<file path="config.mk">
export PLATFORM = sky130hd
export DESIGN_NAME = nec_ir_frame_transmitter_flat
export DESIGN_NICKNAME = d
export VERILOG_FILES = /design/src/sv/nectx_pkg.sv /design/src/sv/nectx_if.sv /design/src/sv/nec_ir_frame_transmitter.sv /design/src/flat_wrapper.sv
export SDC_FILE = /design/constraint.sdc
export NUM_CORES = 1
export LEC_CHECK = 0
export BUFFER_PORTS_ARGS = -buffer_cell sky130_fd_sc_hd__buf_4
export CELL_PAD_IN_SITES_DETAIL_PLACEMENT = 0
export CELL_PAD_IN_SITES_GLOBAL_PLACEMENT = 1
export CORE_MARGIN = 8
export CORE_UTILIZATION = 30
export CTS_CLUSTER_SIZE = 28
export DETAILED_ROUTE_END_ITERATION = 6
export GPL_TIMING_DRIVEN = 0
export PLACE_DENSITY_LB_ADDON = 0.1
export SLEW_MARGIN = 15
export SYNTH_ARGS = -nofsm -noshare
export SYNTH_HDL_FRONTEND = slang
export SYNTH_SLANG_ARGS = --single-unit
</file>
<file path="constraint.sdc">
create_clock -name clock -period 6.5 [get_ports clock]
set_input_delay 0 -clock clock [delete_from_list [all_inputs] [get_ports clock]]
set_output_delay 0 -clock clock [all_outputs]
set_load 0.05 [all_outputs]
</file>
<file path="src/sv/nectx_pkg.sv">
// Shared types and constants of the NEC infrared frame transmitter.
package nectx_pkg;

   localparam int KEY_WORDS = 4;
   localparam int WORD_BITS = 16;
   localparam int NUM_REGS  = 6;

   localparam int KW_IDX_W  = (KEY_WORDS > 1) ? $clog2(KEY_WORDS) : 1;
   localparam int WPOS_W    = $clog2(KEY_WORDS + 2);
   localparam int BPOS_W    = (WORD_BITS > 1) ? $clog2(WORD_BITS) : 1;
   localparam int TICK_W    = 16;
   localparam int ADDR_W    = 5;
   localparam int REG_IDX_W = 3;

   typedef enum logic [1:0] {
      CMD_TICK  = 2'd0,
      CMD_WRITE = 2'd1,
      CMD_START = 2'd2,
      CMD_NONE  = 2'd3
   } cmd_type;

   typedef enum logic [3:0] {
      PH_IDLE       = 4'd0,
      PH_LEAD_MARK  = 4'd1,
      PH_LEAD_SPACE = 4'd2,
      PH_BIT_MARK   = 4'd3,
      PH_BIT_SPACE  = 4'd4,
      PH_STOP_MARK  = 4'd5,
      PH_GAP        = 4'd6
   } phase_type;

   localparam logic [REG_IDX_W-1:0] REG_LEADER_MARK  = 3'd0;
   localparam logic [REG_IDX_W-1:0] REG_LEADER_SPACE = 3'd1;
   localparam logic [REG_IDX_W-1:0] REG_BIT_MARK     = 3'd2;
   localparam logic [REG_IDX_W-1:0] REG_ZERO_SPACE   = 3'd3;
   localparam logic [REG_IDX_W-1:0] REG_ONE_SPACE    = 3'd4;
   localparam logic [REG_IDX_W-1:0] REG_REPEAT_GAP   = 3'd5;

   localparam logic [TICK_W-1:0] RST_LEADER_MARK  = 16'd4340;
   localparam logic [TICK_W-1:0] RST_LEADER_SPACE = 16'd4250;
   localparam logic [TICK_W-1:0] RST_BIT_MARK     = 16'd560;
   localparam logic [TICK_W-1:0] RST_ZERO_SPACE   = 16'd560;
   localparam logic [TICK_W-1:0] RST_ONE_SPACE    = 16'd1690;
   localparam logic [TICK_W-1:0] RST_REPEAT_GAP   = 16'd5050;

   localparam logic [15:0] CSR_DATA_MASK = 16'hFFFF;

endpackage

</file>
<file path="src/sv/nectx_if.sv">
// Request and response channel interfaces of the NEC infrared frame transmitter.
interface nectx_req_if;
   logic                            valid;
   logic                            ready;
   logic [1:0]                      cmd;
   logic [1:0]                      word_index;
   logic [15:0]                     word_value;
   logic [7:0]                      protocol;

   modport source (output valid, cmd, word_index, word_value, protocol, input ready);
   modport sink   (input valid, cmd, word_index, word_value, protocol, output ready);
endinterface

interface nectx_rsp_if;
   logic valid;
   logic ready;
   logic carrier_on;
   logic busy_res;
   logic done_res;

   modport source (output valid, carrier_on, busy_res, done_res, input ready);
   modport sink   (input valid, carrier_on, busy_res, done_res, output ready);
endinterface

</file>
<file path="src/sv/nec_ir_frame_transmitter.sv">
// Top level of the NEC infrared frame transmitter: sequencer, key word memory and CSRs.
//
// The block takes one command beat per clock and returns exactly one response
// beat for each, in the cycle after, through a response register; a new command is
// taken in the same cycle as a waiting response leaves, so the sustained rate is
// one beat per clock whenever the response side keeps up. A tick beat moves the
// carrier waveform by one microsecond: leader mark and space, sixteen bits of each
// stored key word up to the first zero word, a stop mark, a repeat gap and then
// the whole frame once more. The four key words live in a small synchronous
// memory whose read port is exercised every cycle at the address the next beat
// may need (the current word, or the following one during the last bit space);
// a key word write in the same cycle is forwarded into the read data, and a valid
// bit per entry makes unwritten words read as zero after reset. The six timing
// registers sit on an APB-style port at byte addresses 0 to 20; a length of zero
// is treated as one tick. Registers should be written only while no frame is
// being sent.
module nec_ir_frame_transmitter (
   input  logic                       clock,
   input  logic                       reset,
   nectx_req_if.sink                  req_ch,
   nectx_rsp_if.source                rsp_ch,
   input  logic                       psel,
   input  logic                       penable,
   input  logic                       pwrite,
   input  logic [nectx_pkg::ADDR_W-1:0] paddr,
   input  logic [31:0]                pwdata,
   output logic [31:0]                prdata,
   output logic                       pready
);
   import nectx_pkg::*;

   // Timing registers.
   logic [TICK_W-1:0]    cfg_ff [NUM_REGS];
   logic [REG_IDX_W-1:0] csr_idx;

   // Key word memory with per-entry valid bits.
   logic [WORD_BITS-1:0] mem [KEY_WORDS];
   logic [KEY_WORDS-1:0] kvalid_ff;
   logic [WORD_BITS-1:0] word_ff;
   logic                 word_ok_ff;
   logic [WPOS_W-1:0]    rd_addr;
   logic                 rd_in_range;
   logic                 wr_en;
   logic [KW_IDX_W-1:0]  wr_addr;
   logic [WORD_BITS-1:0] wr_data;

   // Sequencer state.
   phase_type            phase_ff, phase_in;
   logic [TICK_W-1:0]    ticks_ff, ticks_in;
   logic [WPOS_W-1:0]    wpos_ff, wpos_in;
   logic [BPOS_W-1:0]    bpos_ff, bpos_in;
   logic                 second_ff, second_in;

   // Response register.
   logic                 rsp_valid_ff;
   logic                 carrier_ff, busy_ff, done_ff;
   logic                 carrier_in, busy_in, done_in;

   logic                 accept;
   cmd_type              cmd;
   logic [BPOS_W-1:0]    bit_sel;
   logic                 cur_bit;
   logic                 word_live;

   function automatic logic [TICK_W-1:0] span(input logic [TICK_W-1:0] len);
      span = (len == '0) ? TICK_W'(1) : len;
   endfunction

   function automatic logic is_mark(input phase_type ph);
      is_mark = (ph == PH_LEAD_MARK) || (ph == PH_BIT_MARK) || (ph == PH_STOP_MARK);
   endfunction

   // ------------------------------------------------------------------
   // CSR port
   // ------------------------------------------------------------------
   assign pready  = 1'b1;
   assign csr_idx = paddr[ADDR_W-1:2];

   always_comb begin
      prdata = '0;
      if (32'(csr_idx) < 32'(NUM_REGS)) begin
         prdata = 32'(cfg_ff[csr_idx]);
      end
   end

   always_ff @(posedge clock) begin
      if (reset) begin
         cfg_ff[REG_LEADER_MARK]  <= RST_LEADER_MARK;
         cfg_ff[REG_LEADER_SPACE] <= RST_LEADER_SPACE;
         cfg_ff[REG_BIT_MARK]     <= RST_BIT_MARK;
         cfg_ff[REG_ZERO_SPACE]   <= RST_ZERO_SPACE;
         cfg_ff[REG_ONE_SPACE]    <= RST_ONE_SPACE;
         cfg_ff[REG_REPEAT_GAP]   <= RST_REPEAT_GAP;
      end else if (psel && penable && pwrite && pready &&
                   (32'(csr_idx) < 32'(NUM_REGS))) begin
         cfg_ff[csr_idx] <= pwdata[15:0] & CSR_DATA_MASK;
      end
   end

   // ------------------------------------------------------------------
   // Handshake
   // ------------------------------------------------------------------
   // The response register frees itself in the same cycle it is drained.
   assign req_ch.ready = !rsp_valid_ff || rsp_ch.ready;
   assign accept       = req_ch.valid && req_ch.ready;
   assign cmd          = cmd_type'(req_ch.cmd);

   // ------------------------------------------------------------------
   // Key word memory
   // ------------------------------------------------------------------
   assign wr_en   = accept && (cmd == CMD_WRITE) &&
                    (32'(req_ch.word_index) < 32'(KEY_WORDS));
   assign wr_addr = KW_IDX_W'(req_ch.word_index);
   assign wr_data = WORD_BITS'(req_ch.word_value);

   // During the last bit space the next beat may need the following word to
   // decide between another word and the stop mark; otherwise the current one.
   always_comb begin
      if (phase_in == PH_BIT_SPACE && bpos_in == BPOS_W'(WORD_BITS - 1)) begin
         rd_addr = wpos_in + WPOS_W'(1);
      end else begin
         rd_addr = wpos_in;
      end
   end
   assign rd_in_range = 32'(rd_addr) < 32'(KEY_WORDS);

   always_ff @(posedge clock) begin
      if (wr_en) begin
         mem[wr_addr] <= wr_data;
      end
   end

   always_ff @(posedge clock) begin
      if (wr_en && rd_in_range && (wr_addr == rd_addr[KW_IDX_W-1:0])) begin
         word_ff <= wr_data;
      end else begin
         word_ff <= mem[rd_addr[KW_IDX_W-1:0]];
      end
   end

   always_ff @(posedge clock) begin
      if (reset) begin
         kvalid_ff  <= '0;
         word_ok_ff <= 1'b0;
      end else begin
         if (wr_en) begin
            kvalid_ff[wr_addr] <= 1'b1;
         end
         word_ok_ff <= rd_in_range &&
                       (kvalid_ff[rd_addr[KW_IDX_W-1:0]] ||
                        (wr_en && (wr_addr == rd_addr[KW_IDX_W-1:0])));
      end
   end

   // A word that was never written, or lies past the last entry, reads as zero.
   assign word_live = word_ok_ff && (word_ff != '0);
   assign bit_sel   = BPOS_W'(WORD_BITS - 1) - bpos_ff;
   assign cur_bit   = word_ok_ff && word_ff[bit_sel];

   // ------------------------------------------------------------------
   // Sequencer next state
   // ------------------------------------------------------------------
   always_comb begin
      phase_in  = phase_ff;
      ticks_in  = ticks_ff;
      wpos_in   = wpos_ff;
      bpos_in   = bpos_ff;
      second_in = second_ff;
      if (accept) begin
         unique case (cmd)
            CMD_TICK: begin
               if (phase_ff != PH_IDLE) begin
                  if (ticks_ff > TICK_W'(1)) begin
                     ticks_in = ticks_ff - TICK_W'(1);
                  end else begin
                     unique case (phase_ff)
                        PH_LEAD_MARK: begin
                           phase_in = PH_LEAD_SPACE;
                           ticks_in = span(cfg_ff[REG_LEADER_SPACE]);
                        end
                        PH_LEAD_SPACE: begin
                           // The word position is already zero here.
                           wpos_in = '0;
                           bpos_in = '0;
                           if (word_live) begin
                              phase_in = PH_BIT_MARK;
                           end else begin
                              phase_in = PH_STOP_MARK;
                           end
                           ticks_in = span(cfg_ff[REG_BIT_MARK]);
                        end
                        PH_BIT_MARK: begin
                           phase_in = PH_BIT_SPACE;
                           ticks_in = cur_bit ? span(cfg_ff[REG_ONE_SPACE])
                                              : span(cfg_ff[REG_ZERO_SPACE]);
                        end
                        PH_BIT_SPACE: begin
                           if (bpos_ff == BPOS_W'(WORD_BITS - 1)) begin
                              bpos_in = '0;
                              wpos_in = wpos_ff + WPOS_W'(1);
                              phase_in = word_live ? PH_BIT_MARK : PH_STOP_MARK;
                           end else begin
                              bpos_in  = bpos_ff + BPOS_W'(1);
                              phase_in = PH_BIT_MARK;
                           end
                           ticks_in = span(cfg_ff[REG_BIT_MARK]);
                        end
                        PH_STOP_MARK: begin
                           if (!second_ff) begin
                              phase_in = PH_GAP;
                              ticks_in = span(cfg_ff[REG_REPEAT_GAP]);
                           end else begin
                              phase_in  = PH_IDLE;
                              ticks_in  = '0;
                              wpos_in   = '0;
                              bpos_in   = '0;
                              second_in = 1'b0;
                           end
                        end
                        PH_GAP: begin
                           second_in = 1'b1;
                           wpos_in   = '0;
                           bpos_in   = '0;
                           phase_in  = PH_LEAD_MARK;
                           ticks_in  = span(cfg_ff[REG_LEADER_MARK]);
                        end
                        default: begin
                           phase_in = PH_IDLE;
                           ticks_in = '0;
                        end
                     endcase
                  end
               end
            end
            CMD_START: begin
               if (phase_ff == PH_IDLE && req_ch.protocol == 8'd0) begin
                  wpos_in   = '0;
                  bpos_in   = '0;
                  second_in = 1'b0;
                  phase_in  = PH_LEAD_MARK;
                  ticks_in  = span(cfg_ff[REG_LEADER_MARK]);
               end
            end
            CMD_WRITE, CMD_NONE: begin
            end
         endcase
      end
   end

   // ------------------------------------------------------------------
   // Response fields
   // ------------------------------------------------------------------
   always_comb begin
      if (cmd == CMD_TICK) begin
         carrier_in = (phase_ff != PH_IDLE) && is_mark(phase_ff);
         busy_in    = phase_ff != PH_IDLE;
         done_in    = (phase_ff == PH_STOP_MARK) && second_ff &&
                      (ticks_ff <= TICK_W'(1));
      end else begin
         carrier_in = is_mark(phase_in);
         busy_in    = phase_in != PH_IDLE;
         done_in    = 1'b0;
      end
   end

   always_ff @(posedge clock) begin
      if (reset) begin
         phase_ff     <= PH_IDLE;
         ticks_ff     <= '0;
         wpos_ff      <= '0;
         bpos_ff      <= '0;
         second_ff    <= 1'b0;
         rsp_valid_ff <= 1'b0;
      end else begin
         phase_ff  <= phase_in;
         ticks_ff  <= ticks_in;
         wpos_ff   <= wpos_in;
         bpos_ff   <= bpos_in;
         second_ff <= second_in;
         if (accept) begin
            rsp_valid_ff <= 1'b1;
         end else if (rsp_ch.ready) begin
            rsp_valid_ff <= 1'b0;
         end
      end
   end

   always_ff @(posedge clock) begin
      if (accept) begin
         carrier_ff <= carrier_in;
         busy_ff    <= busy_in;
         done_ff    <= done_in;
      end
   end

   assign rsp_ch.valid      = rsp_valid_ff;
   assign rsp_ch.carrier_on = carrier_ff;
   assign rsp_ch.busy_res   = busy_ff;
   assign rsp_ch.done_res   = done_ff;

endmodule

</file>
<file path="src/flat_wrapper.sv">
// flat-port wrapper written by rule: the top's interface ports become plain ports
module nec_ir_frame_transmitter_flat import nectx_pkg::*;
  (clock, reset, psel, penable, pwrite, paddr, pwdata, prdata, pready, req_ch_valid, req_ch_cmd, req_ch_word_index, req_ch_word_value, req_ch_protocol, req_ch_ready, rsp_ch_valid, rsp_ch_carrier_on, rsp_ch_busy_res, rsp_ch_done_res, rsp_ch_ready);
  nectx_req_if req_ch_i ();
  nectx_rsp_if rsp_ch_i ();
  input  logic clock;
  input  logic reset;
  input  logic psel;
  input  logic penable;
  input  logic pwrite;
  input  logic [nectx_pkg::ADDR_W-1:0] paddr;
  input  logic [31:0] pwdata;
  output logic [31:0] prdata;
  output logic pready;
  input wire logic [$bits(req_ch_i.valid)-1:0] req_ch_valid;
  input wire logic [$bits(req_ch_i.cmd)-1:0] req_ch_cmd;
  input wire logic [$bits(req_ch_i.word_index)-1:0] req_ch_word_index;
  input wire logic [$bits(req_ch_i.word_value)-1:0] req_ch_word_value;
  input wire logic [$bits(req_ch_i.protocol)-1:0] req_ch_protocol;
  output wire logic [$bits(req_ch_i.ready)-1:0] req_ch_ready;
  output wire logic [$bits(rsp_ch_i.valid)-1:0] rsp_ch_valid;
  output wire logic [$bits(rsp_ch_i.carrier_on)-1:0] rsp_ch_carrier_on;
  output wire logic [$bits(rsp_ch_i.busy_res)-1:0] rsp_ch_busy_res;
  output wire logic [$bits(rsp_ch_i.done_res)-1:0] rsp_ch_done_res;
  input wire logic [$bits(rsp_ch_i.ready)-1:0] rsp_ch_ready;
  assign req_ch_i.valid = req_ch_valid;
  assign req_ch_i.cmd = req_ch_cmd;
  assign req_ch_i.word_index = req_ch_word_index;
  assign req_ch_i.word_value = req_ch_word_value;
  assign req_ch_i.protocol = req_ch_protocol;
  assign req_ch_ready = req_ch_i.ready;
  assign rsp_ch_valid = rsp_ch_i.valid;
  assign rsp_ch_carrier_on = rsp_ch_i.carrier_on;
  assign rsp_ch_busy_res = rsp_ch_i.busy_res;
  assign rsp_ch_done_res = rsp_ch_i.done_res;
  assign rsp_ch_i.ready = rsp_ch_ready;
  nec_ir_frame_transmitter u_core (.clock(clock), .reset(reset), .req_ch(req_ch_i), .rsp_ch(rsp_ch_i), .psel(psel), .penable(penable), .pwrite(pwrite), .paddr(paddr), .pwdata(pwdata), .prdata(prdata), .pready(pready));
endmodule
</file>
After elaboration in Yosys (flattened, before gate mapping)
Memory sizes are Yosys's and may differ from the RTL's.
Index checks and enable logic that the tools add are counted.
- memories kept: 2
- flip-flop bits (word level): 53
- bits in writable memories: 160
- word-level logic and storage cells: 156
- memories (name ; words ; width ; read ports ; clocked after Yosys merged registers in ; wr ports ; line ; RTL):
    u_core.cfg_ff ; 6 ; 16 ; 7 ; 0 ; 6 ; nec_ir_frame_transmitter.sv:33 ; logic [TICK_W-1:0] cfg_ff [NUM_REGS];
    u_core.mem ; 4 ; 16 ; 1 ; 0 ; 1 ; nec_ir_frame_transmitter.sv:37 ; logic [WORD_BITS-1:0] mem [KEY_WORDS];
- magnitude comparators: 8
- bitwise operators: 1
- reductions and logical operators: 43
- add/subtract/negate cells: 5
- equal/unequal tests: 19
- mux-type cells: 66
- operator list (cell ; number):
    $mux 16 ; 14
    $logic_not 16->1 ; 6
    $pmux 16 s5 ; 1
    $mux 4 ; 10
    $mux 3 ; 11
    $pmux 16 s2 ; 1
    $pmux 4 s6 ; 1
    $eq 4x3->1 const B ; 5
    $mux 1 ; 18
    $logic_and 1x1->1 ; 17
    $gt 16x1->1 const B ; 1
    $le 16x1->1 const B ; 1
    $pmux 4 s2 ; 2
    $reduce_bool 16->1 ; 1
    $reduce_or 16->1 ; 1
    $sub 16x1->16 const B ; 1
    $eq 4x2->1 const B ; 3
    $pmux 4 s3 ; 1
    $pmux 3 s3 ; 1
    $eq 4x1->1 const B ; 2
    $eq 4x4->1 const B ; 2
    $logic_not 8->1 ; 1
    $reduce_bool 4->1 ; 2
    $add 3x1->3 const B ; 2
    26 further kinds ; 37

Logic depth before layout (Yosys ltp)
Gate-level depths: netlist (run 1).
- word-level depth: 16
- gate-level depth with buffers: 17
- mapped depth without buffers: 13

Least setup slack after synthesis (run 1)
OpenSTA, ideal clock, no wires.
- path type: reg-to-reg
- start point: reg u_core.rsp_valid_ff, in the netlist u_core.rsp_ch.valid
- end point: reg u_core.word_ff[10]
- buffers on the path: 6
- clock period less this slack: 4049 ps
- arrival: 3977 ps
- cell stages (with the launch flop): 18
- path slack: 2451 ps
- cells stage by stage: dfxtp_1 > nand2b_1 > buf_2 > nand3b_1 > or2_2 > clkbuf_1 > a211oi_4 > buf_4 > buf_2 > inv_1 > ha_1 > buf_1 > xor2_1 > nor3_1 > mux2i_2 > a21oi_4 > buf_8 > mux2i_1
- RTL lines (what ; line ; RTL):
    from (decl) ; nec_ir_frame_transmitter.sv:55 ; logic rsp_valid_ff;
    from (signal assigned) ; nec_ir_frame_transmitter.sv:273 ; rsp_valid_ff <= 1'b0;
    from (signal assigned) ; nec_ir_frame_transmitter.sv:281 ; rsp_valid_ff <= 1'b1;
    from (signal assigned) ; nec_ir_frame_transmitter.sv:283 ; rsp_valid_ff <= 1'b0;
    $logic_not 1->1 * ; nec_ir_frame_transmitter.sv:104 ; assign req_ch.ready = !rsp_valid_ff || rsp_ch.ready;
    $logic_or 1x1->1 * ; nec_ir_frame_transmitter.sv:104 ;
    net req_ch_ready ; flat_wrapper.sv:20 ; output wire logic [$bits(req_ch_i.ready)-1:0] req_ch_ready;
    $logic_and 1x1->1 * ; nec_ir_frame_transmitter.sv:105 ; assign accept = req_ch.valid && req_ch.ready;
    $mux 3 * ; nec_ir_frame_transmitter.sv:169 ; if (accept) begin
    net u_core.wpos_in[1] ; nec_ir_frame_transmitter.sv:50 ; logic [WPOS_W-1:0] wpos_ff, wpos_in;
    $add 3x1->3 ; nec_ir_frame_transmitter.sv:120 ; rd_addr = wpos_in + WPOS_W'(1);
    $mux 3 * ; nec_ir_frame_transmitter.sv:119 ; if (phase_in == PH_BIT_SPACE && bpos_in == BPOS_W'(WORD_BITS - 1)) begin
    $lt 3x3->1 ; nec_ir_frame_transmitter.sv:125 ; assign rd_in_range = 32'(rd_addr) < 32'(KEY_WORDS);
    $logic_and 1x1->1 (2 in a row) ; nec_ir_frame_transmitter.sv:134 ; if (wr_en && rd_in_range && (wr_addr == rd_addr[KW_IDX_W-1:0])) begin
    $mux 16 * ; nec_ir_frame_transmitter.sv:134 ;
    to (signal assigned) ; nec_ir_frame_transmitter.sv:135 ; word_ff <= wr_data;
    to (signal assigned) ; nec_ir_frame_transmitter.sv:137 ; word_ff <= mem[rd_addr[KW_IDX_W-1:0]];
    to (decl) ; nec_ir_frame_transmitter.sv:39 ; logic [WORD_BITS-1:0] word_ff;
The timed path passes the listed nets; every way through them passes the cells marked *.
A chain may end at the register's enable or synchronous reset.

Worst setup path after layout (run 1)
- start point: reg u_core.phase_ff[3]
- end point: reg u_core.word_ff[7]
- RTL lines (what ; line ; RTL):
    from (decl) ; nec_ir_frame_transmitter.sv:48 ; phase_type phase_ff, phase_in;
    from (signal assigned) ; nec_ir_frame_transmitter.sv:275 ; phase_ff <= phase_in;
    $eq 4x3->1 or $eq 4x2->1 (tied branches) ; nec_ir_frame_transmitter.sv:176 ; unique case (phase_ff)
    $reduce_or 2->1 (no source line) ; - ;
    $pmux 3 s3 ; nec_ir_frame_transmitter.sv:176 ;
    $mux 3 ; nec_ir_frame_transmitter.sv:173 ; if (ticks_ff > TICK_W'(1)) begin
    $mux 3 ; nec_ir_frame_transmitter.sv:172 ; if (phase_ff != PH_IDLE) begin
    $pmux 3 s2 * ; nec_ir_frame_transmitter.sv:170 ; unique case (cmd)
    $mux 3 * ; nec_ir_frame_transmitter.sv:169 ;
    net u_core.wpos_in[0] ; nec_ir_frame_transmitter.sv:50 ;
    $add 3x1->3 ; nec_ir_frame_transmitter.sv:120 ;
    $mux 3 * ; nec_ir_frame_transmitter.sv:119 ;
    $lt 3x3->1 ; nec_ir_frame_transmitter.sv:125 ;
    $logic_and 1x1->1 (2 in a row) ; nec_ir_frame_transmitter.sv:134 ;
    $mux 16 * ; nec_ir_frame_transmitter.sv:134 ;
Marked as above.

==> run_summary.xml, run 1 <==
<?xml version="1.0" encoding="UTF-8"?>
<metrics>
  <group name="finish">
    <metric name="area_growth" unit="%">23.4</metric>
    <metric name="layout.cell_area.non_filler" unit="um^2">14200</metric>
    <metric name="n_antenna_cell" unit="">0</metric>
    <metric name="layout-drive-gt1-share" unit="">0.185</metric>
    <metric name="layout.nets" unit="">1270</metric>
  </group>
  <group name="hold_path">
    <metric name="timing.hold.worst_path_depth" unit="">3</metric>
    <metric name="worstHoldPathType" unit="">input port to flop</metric>
    <metric name="min_delay_worst_endpoint" unit="">u_core.rsp_ch.done_res$_SDFFCE_PN0P_</metric>
    <metric name="timing.hold.worst.start" unit="">req_ch_cmd[1]</metric>
  </group>
  <group name="run_status">
    <metric name="run_status" unit="">finished, final reports clean</metric>
  </group>
  <group name="clock_network">
    <metric name="numClockSinks" unit="">213</metric>
    <metric name="cts-root-to-sink-buffers" unit="">3</metric>
    <metric name="clk_pin_slew" unit="ns">0.06</metric>
    <metric name="cts-root-buf" unit="">clkbuf_16</metric>
    <metric name="cts.htree.levels" unit="">1</metric>
    <metric name="cts_tree" unit="">yes</metric>
    <metric name="clk-insertion-delay-late" unit="ns">0.55</metric>
    <metric name="numCtsBuffers" unit="">26</metric>
  </group>
  <group name="route">
    <metric name="post_drt_wl_per_cell" unit="um">23.2</metric>
    <metric name="drtPass1Iterations" unit="">6</metric>
    <metric name="drtAntennaViolNets" unit="">0</metric>
    <metric name="routed-via-count" unit="">8956</metric>
    <metric name="route.detailed.drc" unit="">0</metric>
    <metric name="routed_wl" unit="mm">40.1</metric>
    <metric name="drtIter0Drc" unit="">614</metric>
    <metric name="route.detailed.vias_per_inst" unit="">5.17</metric>
  </group>
  <group name="sta">
    <metric name="number_of_failing_setup_endpoints_in_the_final_timing_report" unit="">0</metric>
    <metric name="finalCritPeriodShare" unit="">0.840</metric>
    <metric name="skew" unit="ns">0.0110</metric>
    <metric name="period_needed" unit="ns">5.46</metric>
    <metric name="clock.fmax" unit="MHz">183</metric>
    <metric name="finalHoldViolCount" unit="">0</metric>
    <metric name="timing.final.ws_setup" unit="ns">1.04</metric>
    <metric name="slew-limit-headroom" unit="">0.279</metric>
    <metric name="report.final.slew_viol_count" unit="">0</metric>
    <metric name="rsz0062_at_grt" unit="">false</metric>
    <metric name="total_negative_slack" unit="ns">0</metric>
    <metric name="worst_slew_pin_slew" unit="ns">1.08</metric>
  </group>
  <group name="floorplan">
    <metric name="initial_standard_cell_utilization_of_the_core" unit="">0.302</metric>
    <metric name="floorplan.die.width" unit="um">212</metric>
    <metric name="ios" unit="">110</metric>
    <metric name="die_h" unit="um">212</metric>
    <metric name="fp.dieArea" unit="um^2">45000</metric>
    <metric name="core.rowCount" unit="">72</metric>
    <metric name="coreArea" unit="um^2">38300</metric>
  </group>
  <group name="yosys">
    <metric name="count_of_flip_flops_with_a_built_in_enable_after_synthesis" unit="">163</metric>
    <metric name="synth.yosys.seq_area_share" unit="">0.511</metric>
    <metric name="netlist_instances" unit="">1030</metric>
    <metric name="synthesis.area_per_instance" unit="um^2">11.2</metric>
    <metric name="yosysWarnings" unit="">0</metric>
    <metric name="postSynthRegisterBits" unit="">213</metric>
    <metric name="yosys_most_used_dff" unit="">edfxtp_1</metric>
    <metric name="synth.distinct_cells" unit="">77</metric>
    <metric name="syn-cell-area" unit="um^2">11500</metric>
    <metric name="async_s_r_ff_share_synth" unit="">0</metric>
  </group>
  <group name="global_routing">
    <metric name="gr-usage-all-layers" unit="">0.176</metric>
    <metric name="maximum_number_of_pins_on_one_net_before_global_route_repair" unit="">18</metric>
    <metric name="first_global_vias" unit="">9251</metric>
    <metric name="grt_antenna_before_repair" unit="">0</metric>
    <metric name="grt_pass1_wl" unit="mm">60.0</metric>
    <metric name="grt-ovfl-total" unit="">0</metric>
  </group>
  <group name="job">
    <metric name="max_cap_viol_count" unit="">0</metric>
  </group>
  <group name="critical_path">
    <metric name="crit_path_max_incr_delay" unit="ns">0.68</metric>
    <metric name="worst_path_dominant_cell_family" unit="">buffers and inverters</metric>
    <metric name="rr_worst_depth" unit="">13</metric>
    <metric name="worst_ep_arrival_time" unit="ns">5.89</metric>
    <metric name="critPathMostFrequentCell" unit="">buf_1</metric>
    <metric name="regToRegEndpoint" unit="">u_core.word_ff[7]$_DFF_P_</metric>
    <metric name="timing.critical_path.cells" unit="">nand2b_1, or3_1, nor4_1, nor2_1, nor2_4, buf_2, buf_1, ha_1, buf_1, clkbuf_1, mux4_2, a21oi_1, mux2i_1</metric>
    <metric name="critical_path.reg2reg.startpoint" unit="">u_core.phase_ff[3]$_SDFF_PP0_</metric>
    <metric name="data_required_time_at_the_worst_endpoint" unit="ns">6.93</metric>
    <metric name="ws_path_type" unit="">flop to flop</metric>
    <metric name="setup.worst_path.start_class" unit="">flop</metric>
    <metric name="critical_path.slowest_cell" unit="">clkbuf_1</metric>
    <metric name="end_kind" unit="">flop</metric>
    <metric name="rrSetupSlack" unit="ns">1.04</metric>
    <metric name="crit_buf_inv" unit="">4</metric>
    <metric name="maximum_fanout_along_the_worst_path" unit="">10</metric>
  </group>
  <group name="power">
    <metric name="cellPowerDensity" unit="nW/um^2">241</metric>
    <metric name="max-vdd-ir-drop" unit="mV">0.170</metric>
    <metric name="leakage" unit="nW">5.25</metric>
  </group>
  <group name="place">
    <metric name="numPortBuffers" unit="">72</metric>
    <metric name="preCtsSetupSlack" unit="ns">1.01</metric>
    <metric name="hpwlAfterDp" unit="mm">29.8</metric>
    <metric name="place.gp.congestion" unit="">0.820</metric>
    <metric name="dpl_cell_area" unit="um^2">12900</metric>
  </group>
</metrics>
-- synth_stat cells, types with 4 or more instances --
master    number  area [um^2]
and2_1        15         93.8
o211ai_1      16          120
or4_1          4         30.0
and2b_1        6         45.0
o21ai_0       21          105
a41oi_1        4         35.0
a21oi_1       47          235
buf_2          9         45.0
nor3_1        28          140
inv_1         59          221
a221oi_1       5         43.8
ha_1           5         62.6
nand2b_1      14         87.6
nor2_1       103          387
a222oi_1      15          150
or3_1          7         43.8
and3_1         7         43.8
dfxtp_1       50         1000
nor2b_1       12         75.1
xnor2_1        9         78.8
buf_4         21          158
nand2_1       78          293
nor4_1        34          213
or2_2          4         25.0
mux2i_1       65          651
o21a_1         4         30.0
clkbuf_1      38          143
a211oi_1      39          293
mux4_2        38          856
edfxtp_1     163         4890
nand4_1        4         25.0
buf_1          6         22.5
o22ai_1       16          100
xor2_1         5         43.8
nand3_1        9         45.0
-- layer usage --
metal	vias up	GRT usage	share of wire
li1	4233	-	-
met1	4414	0.233	0.45
met2	266	0.304	0.49
met3	43	0.0242	0.050
met4	0	0.0371	0.015
met5	-	0	0
-- flip-flops by register name (all words and copies together), names as in the netlist, 3 cells and up --
name              flops
u_core.bpos_ff        4
u_core.mem           64
u_core.wpos_ff        3
u_core.cfg_ff        96
u_core.ticks_ff      16
u_core.word_ff       16
u_core.phase_ff       4
u_core.kvalid_ff      4
-- kinds of logic after synthesis --
logic type / synth area share
AOI/OAI and AO/OA: 0.130
xor gates and xnor gates: 0.0106
adders and majority gates: 0.00542
buffers and inverters: 0.0543
DFF: 0.511
muxes: 0.133
other: 0.000651
and+or+nand+nor: 0.155
-- report_power, final --
group	internal, mW	switching, mW
Clock	0.941	0.601
Combinational	0.126	0.211
Sequential	1.51	0.0450
Total	2.58	0.857
-- per-stage QoR --
step            util  hold WS, ns  cells  power [mW]
2_1_floorplan      -       0.0989   1045        1.76
3_3_place_gp   0.334        0.214   1635        1.90
3_5_place_dp   0.337        0.214   1640        1.90
4_1_cts        0.372      0.00805   1731        3.47
5_1_grt        0.372       0.0352   1731        3.55
6_report       0.372       0.0263   1731        3.43
-- cell usage in the layout (no fill, tap or decap), types with 26 or more instances in the layout --
cell type      netlist  final
a211oi_1            39     39
a21oi_1             47     47
buf_4               21     96
clkbuf_1            38     41
clkbuf_16            0     26
dfxtp_1             50     50
dlygate4sd3_1        0     43
edfxtp_1           163    163
inv_1               59     59
mux2i_1             65     65
mux4_2              38     38
nand2_1             78     78
nor2_1             103    101
nor4_1              34     33
-- worst register-to-register path: stages, from the launching register on --
cell and delay, ns:
dfxtp_1 0.37, nand2b_1 0.35, or3_1 0.48, nor4_1 0.60, nor2_1 0.15, nor2_4 0.35
buf_2 0.34, buf_1 0.56, ha_1 0.24, buf_1 0.55, clkbuf_1 0.68, mux4_2 0.41
a21oi_1 0.19, mux2i_1 0.09
-- area by class of cell --
class | count | area (um^2)
Clock inverter | 15 | 194
Sequential cell | 213 | 5900
Clock buffer | 33 | 717
Multi-Input combinational cell | 696 | 5130
Inverter | 59 | 221
Timing Repair Buffer | 120 | 1040
Fill cell | 3861 | 24000
Buffer | 77 | 405
Tap cell | 518 | 648
-- how the worst max path moves through the flow --
stage | startpoint | endpoint | slack [ns] | cells past startpoint
floorplan | u_core.rsp_ch.valid$_SDFFE_PP0P_ | u_core.word_ff[10]$_DFF_P_ | 2.45 | 17
global placement | u_core.phase_ff[3]$_SDFF_PP0_ | u_core.word_ff[7]$_DFF_P_ | 0.96 | 13
detailed placement | u_core.ticks_ff[8]$_SDFFE_PP0P_ | u_core.word_ff[7]$_DFF_P_ | 1.01 | 13
CTS | u_core.ticks_ff[8]$_SDFFE_PP0P_ | u_core.word_ff[7]$_DFF_P_ | 0.98 | 13
global route | u_core.phase_ff[2]$_SDFF_PP0_ | u_core.word_ff[7]$_DFF_P_ | 0.69 | 13
finish | u_core.phase_ff[3]$_SDFF_PP0_ | u_core.word_ff[7]$_DFF_P_ | 1.04 | 13
-- what timing repair did --
item / 4_1_cts / 5_1_grt
gates resized for setup: 0 / 0
hold buffers: 43 / 0
buffers inserted: 0 / 0
endpoints found under the hold margin: 204 / 0
Note: power is estimated with default switching activity, not from simulation.
==> run 2: changes to the inputs <==
- clock period: 6.5 -> 5.2 ns (I/O delays scaled with it)
==> run 2 against run 1 <==
  * Sequential share of layout area decreased by 0.058 points
  * Sequential cell count unchanged
  * Routed wire length about the same
  * Fmax increased by 15%
  * Die area unchanged
  * Combinational power increased by 25%
  * Hold slack improved by 0.0056 ns
  * Final cell count about the same
  * First-iteration DRC count increased by 0.33%
  * Global-route usage about the same
  * Register-to-register slack got worse by 0.61 ns
  * Critical path depth increased by 3
  * Critical path type unchanged
  * Highest routed layer unchanged
==> run_summary.xml, run 2 (same netlist as run 1, synthesis figures left out) <==
<?xml version="1.0" encoding="UTF-8"?>
<metrics>
  <group name="run_status">
    <metric name="run_status" unit="">finished, final reports clean</metric>
  </group>
  <group name="place">
    <metric name="preCtsSetupSlack" unit="ns">-0.287</metric>
    <metric name="numPortBuffers" unit="">72</metric>
    <metric name="place.gp.congestion" unit="">0.820</metric>
    <metric name="hpwlAfterDp" unit="mm">29.8</metric>
    <metric name="placed_cells_incl_taps" unit="">1640</metric>
  </group>
  <group name="critical_path">
    <metric name="critical_path.slowest_cell" unit="">ha_1</metric>
    <metric name="critPathMostFrequentCell" unit="">buf_4</metric>
    <metric name="setup.worst_path.start_class" unit="">flop</metric>
    <metric name="worst_ep_arrival_time" unit="ns">5.22</metric>
    <metric name="ws_path_type" unit="">flop to flop</metric>
    <metric name="rrSetupSlack" unit="ns">0.43</metric>
    <metric name="timing.critical_path.cells" unit="">buf_6, or4_1, buf_4, a2111oi_4, a311oi_1, a211oi_4, buf_4, buf_2, inv_1, ha_1, xor2_1, nor3_1, mux2i_2, a21oi_4, buf_8, mux2i_1</metric>
    <metric name="end_kind" unit="">flop</metric>
    <metric name="critical_path.startpoint" unit="">u_core.ticks_ff[4]$_SDFFE_PP0P_</metric>
    <metric name="maximum_fanout_along_the_worst_path" unit="">10</metric>
    <metric name="crit_path_max_incr_delay" unit="ns">0.62</metric>
    <metric name="regToRegEndpoint" unit="">u_core.word_ff[12]$_DFF_P_</metric>
    <metric name="critical_path.reg2reg.startpoint" unit="">u_core.ticks_ff[4]$_SDFFE_PP0P_</metric>
    <metric name="data_required_time_at_the_worst_endpoint" unit="ns">5.66</metric>
    <metric name="rr_worst_depth" unit="">16</metric>
  </group>
  <group name="finish">
    <metric name="largest_register_ff_count" unit="">96</metric>
    <metric name="largest-register" unit="">u_core.cfg_ff</metric>
    <metric name="area_growth" unit="%">23.6</metric>
    <metric name="reg.largest.list" unit="">u_core.cfg_ff x96, u_core.mem x64</metric>
    <metric name="post_route_insts_no_fill" unit="">1732</metric>
    <metric name="layout-drive-gt1-share" unit="">0.189</metric>
    <metric name="layout_common_cells" unit="">edfxtp_1, nor2_1, buf_4</metric>
    <metric name="layout.nets" unit="">1271</metric>
    <metric name="n_antenna_cell" unit="">0</metric>
    <metric name="layout.cells.most_common" unit="">edfxtp_1</metric>
  </group>
  <group name="hold_path">
    <metric name="timing.hold.worst.start" unit="">req_ch_cmd[1]</metric>
    <metric name="min_delay_worst_endpoint" unit="">u_core.rsp_ch.done_res$_SDFFCE_PN0P_</metric>
    <metric name="worstHoldPathType" unit="">input port to flop</metric>
    <metric name="timing.hold.worst_path_depth" unit="">3</metric>
  </group>
  <group name="route">
    <metric name="route.detailed.vias_per_inst" unit="">5.19</metric>
    <metric name="routed-via-count" unit="">8982</metric>
    <metric name="drtIter0Drc" unit="">616</metric>
    <metric name="drtAntennaViolNets" unit="">0</metric>
    <metric name="routed_wl" unit="mm">40.2</metric>
    <metric name="route.detailed.drc" unit="">0</metric>
    <metric name="post_drt_wl_per_cell" unit="um">23.2</metric>
    <metric name="drtPass1Iterations" unit="">7</metric>
  </group>
  <group name="floorplan">
    <metric name="fp.dieArea" unit="um^2">45000</metric>
    <metric name="initial_standard_cell_utilization_of_the_core" unit="">0.302</metric>
    <metric name="ios" unit="">110</metric>
    <metric name="coreArea" unit="um^2">38300</metric>
    <metric name="die_h" unit="um">212</metric>
    <metric name="floorplan.die.width" unit="um">212</metric>
    <metric name="core.rowCount" unit="">72</metric>
  </group>
  <group name="sta">
    <metric name="slew-limit-headroom" unit="">0.257</metric>
    <metric name="skew" unit="ns">0.0108</metric>
    <metric name="hold-worst-slack" unit="ns">0.0319</metric>
    <metric name="rsz0062_at_grt" unit="">false</metric>
    <metric name="finalHoldViolCount" unit="">0</metric>
    <metric name="finalCritPeriodShare" unit="">0.916</metric>
    <metric name="period_needed" unit="ns">4.77</metric>
    <metric name="report.final.slew_viol_count" unit="">0</metric>
    <metric name="timing.final.ws_setup" unit="ns">0.434</metric>
    <metric name="clock.fmax" unit="MHz">210</metric>
    <metric name="worst_slew_pin_slew" unit="ns">1.12</metric>
    <metric name="number_of_failing_setup_endpoints_in_the_final_timing_report" unit="">0</metric>
    <metric name="total_negative_slack" unit="ns">0</metric>
  </group>
  <group name="clock_network">
    <metric name="numCtsBuffers" unit="">26</metric>
    <metric name="numClockSinks" unit="">213</metric>
    <metric name="cts-root-buf" unit="">clkbuf_16</metric>
    <metric name="cts-root-to-sink-buffers" unit="">3</metric>
    <metric name="clk-insertion-delay-late" unit="ns">0.55</metric>
    <metric name="clk_pin_slew" unit="ns">0.06</metric>
    <metric name="cts_tree" unit="">yes</metric>
    <metric name="cts.htree.levels" unit="">1</metric>
  </group>
  <group name="power">
    <metric name="leakage" unit="nW">5.26</metric>
    <metric name="sequential_power_share" unit="">0.453</metric>
    <metric name="intPower" unit="mW">3.22</metric>
    <metric name="sw_share" unit="">0.249</metric>
    <metric name="p_comb_frac" unit="">0.098</metric>
    <metric name="max-vdd-ir-drop" unit="mV">0.212</metric>
    <metric name="cellPowerDensity" unit="nW/um^2">301</metric>
    <metric name="power" unit="mW">4.29</metric>
    <metric name="total_switching_power" unit="mW">1.07</metric>
    <metric name="power.clock.fraction" unit="">0.449</metric>
  </group>
  <group name="job">
    <metric name="max_cap_viol_count" unit="">0</metric>
  </group>
  <group name="global_routing">
    <metric name="grt_pass1_wl" unit="mm">60.0</metric>
    <metric name="gr-usage-all-layers" unit="">0.176</metric>
    <metric name="grt_antenna_before_repair" unit="">0</metric>
    <metric name="maximum_number_of_pins_on_one_net_before_global_route_repair" unit="">18</metric>
    <metric name="grt-ovfl-total" unit="">0</metric>
    <metric name="first_global_vias" unit="">9247</metric>
  </group>
</metrics>
[run 2: changes by cell type in the layout (fill, tap and decap cells not counted)]
cell,change
nor4_1,-1
clkbuf_1,-1
nor4_2,+1
buf_1,-2
buf_4,+2
buf_2,+1
clkbuf_2,+1
[run 2: worst max-delay path by stage]
| stage | to | depth (start not counted) | slack (ns) |
|---|---|---|---|
| floorplan | u_core.word_ff[10]$_DFF_P_ | 17 | 1.15 |
| global placement | u_core.word_ff[7]$_DFF_P_ | 13 | -0.34 |
| detailed placement | u_core.word_ff[7]$_DFF_P_ | 13 | -0.29 |
| CTS | u_core.word_ff[12]$_DFF_P_ | 16 | 0.06 |
| global route | u_core.word_ff[12]$_DFF_P_ | 14 | 0.11 |
| finish | u_core.word_ff[12]$_DFF_P_ | 16 | 0.43 |
[run 2: metal layers]
metal / vias to the layer above / global-route usage / wire length, um
met4: 0 / 0.0371 / 578
met3: 41 / 0.0242 / 1900
li1: 4233 / - / -
met5: - / 0 / 0
met1: 4441 / 0.233 / 18200
met2: 267 / 0.304 / 19500
[run 2: repair_timing]
action,4_1_cts,5_1_grt
gates cloned,0,0
resized for setup,2,1
endpoints found under the setup margin,15,10
pin swaps,1,1
hold buffers,43,0
hold endpoints to repair,204,0
setup buffers,0,2
[run 2: power groups by stage]
stage          clock network (mW)  logic (mW)  registers, mW
2_1_floorplan                   0       0.245           1.96
3_3_place_gp                    0       0.394           1.98
3_5_place_dp                    0       0.400           1.98
4_1_cts                      1.97       0.426           1.94
5_1_grt                      2.03       0.451           1.95
6_report                     1.92       0.422           1.94
[run 2: layout make-up]
class                   instances  area, um^2
fillers                      3864       24000
well taps                     518         648
clock buffers                  33         717
clock inverters                15         194
inverters                      59         221
plain buffers                  76         404
repair buffers                122        1050
multi-input cells             696        5140
flip-flops and latches        213        5900
[run 2: critical path: cells and delay by family (launching register included)]
family	cells	cell delay [ns]
xor gates and xnor gates	1	0.13
DFF	1	0.31
buffers and inverters	6	1.21
AOI/OAI and AO/OA	4	1.28
adders and majority gates	1	0.62
and+or+nand+nor	2	0.70
muxes	2	0.41
[run 2: metrics by stage]
stage | util | cell area, um^2
floorplan | - | 11600
finish | 0.373 | 14300
global route | 0.373 | 14300
CTS | 0.372 | 14200
detailed placement | 0.337 | 12900
global placement | 0.334 | 12800
==> run 3: changes to the inputs <==
- CTS_BUF_LIST: not set -> sky130_fd_sc_hd__clkbuf_16
- clock period: 5.2 -> 4.5 ns (I/O delays scaled with it)
==> run 3 against run 2 <==
  * Non-clock buffer count stayed put
  * Final cell count stayed put
  * Die area is the same
  * Setup slack got worse by 0.075 ns
  * Critical path type unchanged
  * Sequential cell count stayed put
  * Clock skew up 0.0019 ns
  * Core utilization about the same
  * Sequential power up 16%
  * Clock-buffer cell count down 7
  * Power rose by 14%
  * Critical path depth is the same
  * Clock power up 12%
==> run_summary.xml, run 3 (same netlist as run 1, synthesis figures left out) <==
<?xml version="1.0" encoding="UTF-8"?>
<metrics>
  <group name="run_status">
    <metric name="run_status" unit="">finished, final reports clean</metric>
  </group>
  <group name="floorplan">
    <metric name="floorplan.die.width" unit="um">212</metric>
    <metric name="coreArea" unit="um^2">38300</metric>
    <metric name="initial_standard_cell_utilization_of_the_core" unit="">0.302</metric>
    <metric name="fp.dieArea" unit="um^2">45000</metric>
    <metric name="die_h" unit="um">212</metric>
    <metric name="core.rowCount" unit="">72</metric>
    <metric name="ios" unit="">110</metric>
  </group>
  <group name="sta">
    <metric name="report.final.slew_viol_count" unit="">0</metric>
    <metric name="rsz0062_at_grt" unit="">false</metric>
    <metric name="total_negative_slack" unit="ns">0</metric>
    <metric name="number_of_failing_setup_endpoints_in_the_final_timing_report" unit="">0</metric>
    <metric name="clock.fmax" unit="MHz">242</metric>
    <metric name="timing.final.ws_setup" unit="ns">0.359</metric>
    <metric name="hold-worst-slack" unit="ns">0.0336</metric>
    <metric name="finalHoldViolCount" unit="">0</metric>
    <metric name="finalCritPeriodShare" unit="">0.920</metric>
    <metric name="worst_slew_pin_slew" unit="ns">1.09</metric>
    <metric name="slew-limit-headroom" unit="">0.273</metric>
    <metric name="skew" unit="ns">0.0127</metric>
    <metric name="period_needed" unit="ns">4.14</metric>
  </group>
  <group name="power">
    <metric name="power" unit="mW">4.89</metric>
    <metric name="cellPowerDensity" unit="nW/um^2">343</metric>
    <metric name="leakage" unit="nW">5.26</metric>
    <metric name="max-vdd-ir-drop" unit="mV">0.245</metric>
  </group>
  <group name="route">
    <metric name="drtIter0Drc" unit="">586</metric>
    <metric name="route.detailed.vias_per_inst" unit="">5.18</metric>
    <metric name="route.detailed.drc" unit="">0</metric>
    <metric name="routed_wl" unit="mm">40.3</metric>
    <metric name="drtPass1Iterations" unit="">6</metric>
    <metric name="post_drt_wl_per_cell" unit="um">23.3</metric>
    <metric name="drtAntennaViolNets" unit="">0</metric>
    <metric name="routed-via-count" unit="">8974</metric>
  </group>
  <group name="critical_path">
    <metric name="crit_path_max_incr_delay" unit="ns">0.51</metric>
    <metric name="critical_path.slowest_cell" unit="">or4_1</metric>
    <metric name="worst_ep_arrival_time" unit="ns">4.60</metric>
    <metric name="data_required_time_at_the_worst_endpoint" unit="ns">4.96</metric>
    <metric name="rrSetupSlack" unit="ns">0.36</metric>
    <metric name="maximum_fanout_along_the_worst_path" unit="">10</metric>
    <metric name="ws_path_type" unit="">flop to flop</metric>
    <metric name="end_kind" unit="">flop</metric>
    <metric name="rr_worst_depth" unit="">16</metric>
    <metric name="timing.critical_path.cells" unit="">buf_6, or4_1, buf_4, a2111oi_4, nand4_1, a21oi_1, nor2_4, buf_2, buf_2, ha_4, xor2_1, nor3_1, mux2i_2, a21oi_4, buf_4, mux2i_1</metric>
    <metric name="regToRegEndpoint" unit="">u_core.word_ff[3]$_DFF_P_</metric>
    <metric name="setup.worst_path.start_class" unit="">flop</metric>
    <metric name="critical_path.reg2reg.startpoint" unit="">u_core.ticks_ff[4]$_SDFFE_PP0P_</metric>
  </group>
  <group name="clock_network">
    <metric name="clk-insertion-delay-late" unit="ns">0.55</metric>
    <metric name="numClockSinks" unit="">213</metric>
    <metric name="numCtsBuffers" unit="">26</metric>
    <metric name="cts-root-to-sink-buffers" unit="">3</metric>
    <metric name="cts_tree" unit="">yes</metric>
    <metric name="cts.htree.levels" unit="">1</metric>
    <metric name="cts-root-buf" unit="">clkbuf_16</metric>
    <metric name="clk_pin_slew" unit="ns">0.06</metric>
  </group>
  <group name="finish">
    <metric name="layout.cells.most_common" unit="">edfxtp_1</metric>
    <metric name="layout.nets" unit="">1271</metric>
    <metric name="layout.filler_cells" unit="">3860</metric>
    <metric name="layout-drive-gt1-share" unit="">0.187</metric>
    <metric name="reg.largest.list" unit="">u_core.cfg_ff x96, u_core.mem x64</metric>
    <metric name="layout.cell_area.non_filler" unit="um^2">14300</metric>
    <metric name="layout_common_cells" unit="">edfxtp_1, nor2_1, buf_4</metric>
    <metric name="largest-register" unit="">u_core.cfg_ff</metric>
    <metric name="area_growth" unit="%">23.5</metric>
    <metric name="n_antenna_cell" unit="">0</metric>
    <metric name="largest_register_ff_count" unit="">96</metric>
  </group>
  <group name="place">
    <metric name="preCtsSetupSlack" unit="ns">-0.987</metric>
    <metric name="dpl_cell_area" unit="um^2">12900</metric>
    <metric name="place.gp.congestion" unit="">0.820</metric>
    <metric name="numPortBuffers" unit="">72</metric>
    <metric name="hpwlAfterDp" unit="mm">29.8</metric>
  </group>
  <group name="hold_path">
    <metric name="min_delay_worst_endpoint" unit="">u_core.rsp_ch.done_res$_SDFFCE_PN0P_</metric>
    <metric name="timing.hold.worst.start" unit="">req_ch_cmd[1]</metric>
    <metric name="worstHoldPathType" unit="">input port to flop</metric>
    <metric name="timing.hold.worst_path_depth" unit="">3</metric>
  </group>
  <group name="global_routing">
    <metric name="first_global_vias" unit="">9254</metric>
    <metric name="grt_pass1_wl" unit="mm">60.1</metric>
    <metric name="gr-usage-all-layers" unit="">0.177</metric>
    <metric name="maximum_number_of_pins_on_one_net_before_global_route_repair" unit="">18</metric>
    <metric name="grt_antenna_before_repair" unit="">0</metric>
    <metric name="grt-ovfl-total" unit="">0</metric>
  </group>
  <group name="job">
    <metric name="max_cap_viol_count" unit="">0</metric>
  </group>
</metrics>
run 3: cell types whose count changed in the layout (fill, tap and decap cells not counted), moves of 3 or more:
cell,change
clkbuf_8,-4
clkinv_1,+4
inv_1,+3
clkbuf_1,-3
run 3: per-stage QoR:
step           cells  utilization
3_3_place_gp    1635        0.334
2_1_floorplan   1045            -
5_1_grt         1732        0.372
4_1_cts         1733        0.372
6_report        1732        0.372
3_5_place_dp    1640        0.337
run 3: worst max-delay path by stage:
stage	from	end	slack (ns)	cells past startpoint
floorplan	u_core.rsp_ch.valid$_SDFFE_PP0P_	u_core.word_ff[10]$_DFF_P_	0.45	17
global placement	u_core.phase_ff[3]$_SDFF_PP0_	u_core.word_ff[7]$_DFF_P_	-1.04	13
detailed placement	u_core.ticks_ff[8]$_SDFFE_PP0P_	u_core.word_ff[7]$_DFF_P_	-0.99	13
CTS	u_core.ticks_ff[4]$_SDFFE_PP0P_	u_core.word_ff[3]$_DFF_P_	0.03	16
global route	u_core.ticks_ff[4]$_SDFFE_PP0P_	u_core.word_ff[2]$_DFF_P_	0.13	16
finish	u_core.ticks_ff[4]$_SDFFE_PP0P_	u_core.word_ff[3]$_DFF_P_	0.36	16
run 3: repair_timing:
item	CTS	global route
setup endpoints to repair	17	16
hold endpoints to repair	204	0
resized for setup	4	2
pin swaps	2	0
buffers inserted	3	0
hold buffers	43	0
run 3: power breakdown:
group	switching [mW]	internal [mW]	leakage [nW]
clock network	0.868	1.28	0.436
logic	0.304	0.183	2.87
registers	0.0658	2.18	1.95
total	1.24	3.65	5.26
run 3: per-layer routing:
| layer | vias up | wire length (um) | track usage | share of wire |
|---|---|---|---|---|
| met3 | 39 | 1920 | 0.0242 | 0.047 |
| met4 | 0 | 571 | 0.0371 | 0.014 |
| li1 | 4240 | - | - | - |
| met5 | - | 0 | 0 | 0 |
| met1 | 4428 | 18200 | 0.234 | 0.45 |
| met2 | 267 | 19600 | 0.305 | 0.49 |
run 3: cell type report:
class                           count  area, um^2  area share
Inverter                           59         221      0.0155
Tap cell                          518         648      0.0455
Buffer                             75         399      0.0280
Clock inverter                     22         220      0.0155
Clock buffer                       26         651      0.0457
Sequential cell                   213        5900       0.414
Multi-Input combinational cell    696        5160       0.362
Timing Repair Buffer              123        1060      0.0743
run 3: critical path, delay by kind of cell (launching register included):
family                     cells  cell delay (ns)
AOI/OAI and AO/OA              3             0.85
DFF                            1             0.31
and+or+nand+nor                4             0.97
xor gates and xnor gates       1             0.17
muxes                          2             0.39
buffers and inverters          5             1.00
adders and majority gates      1             0.35
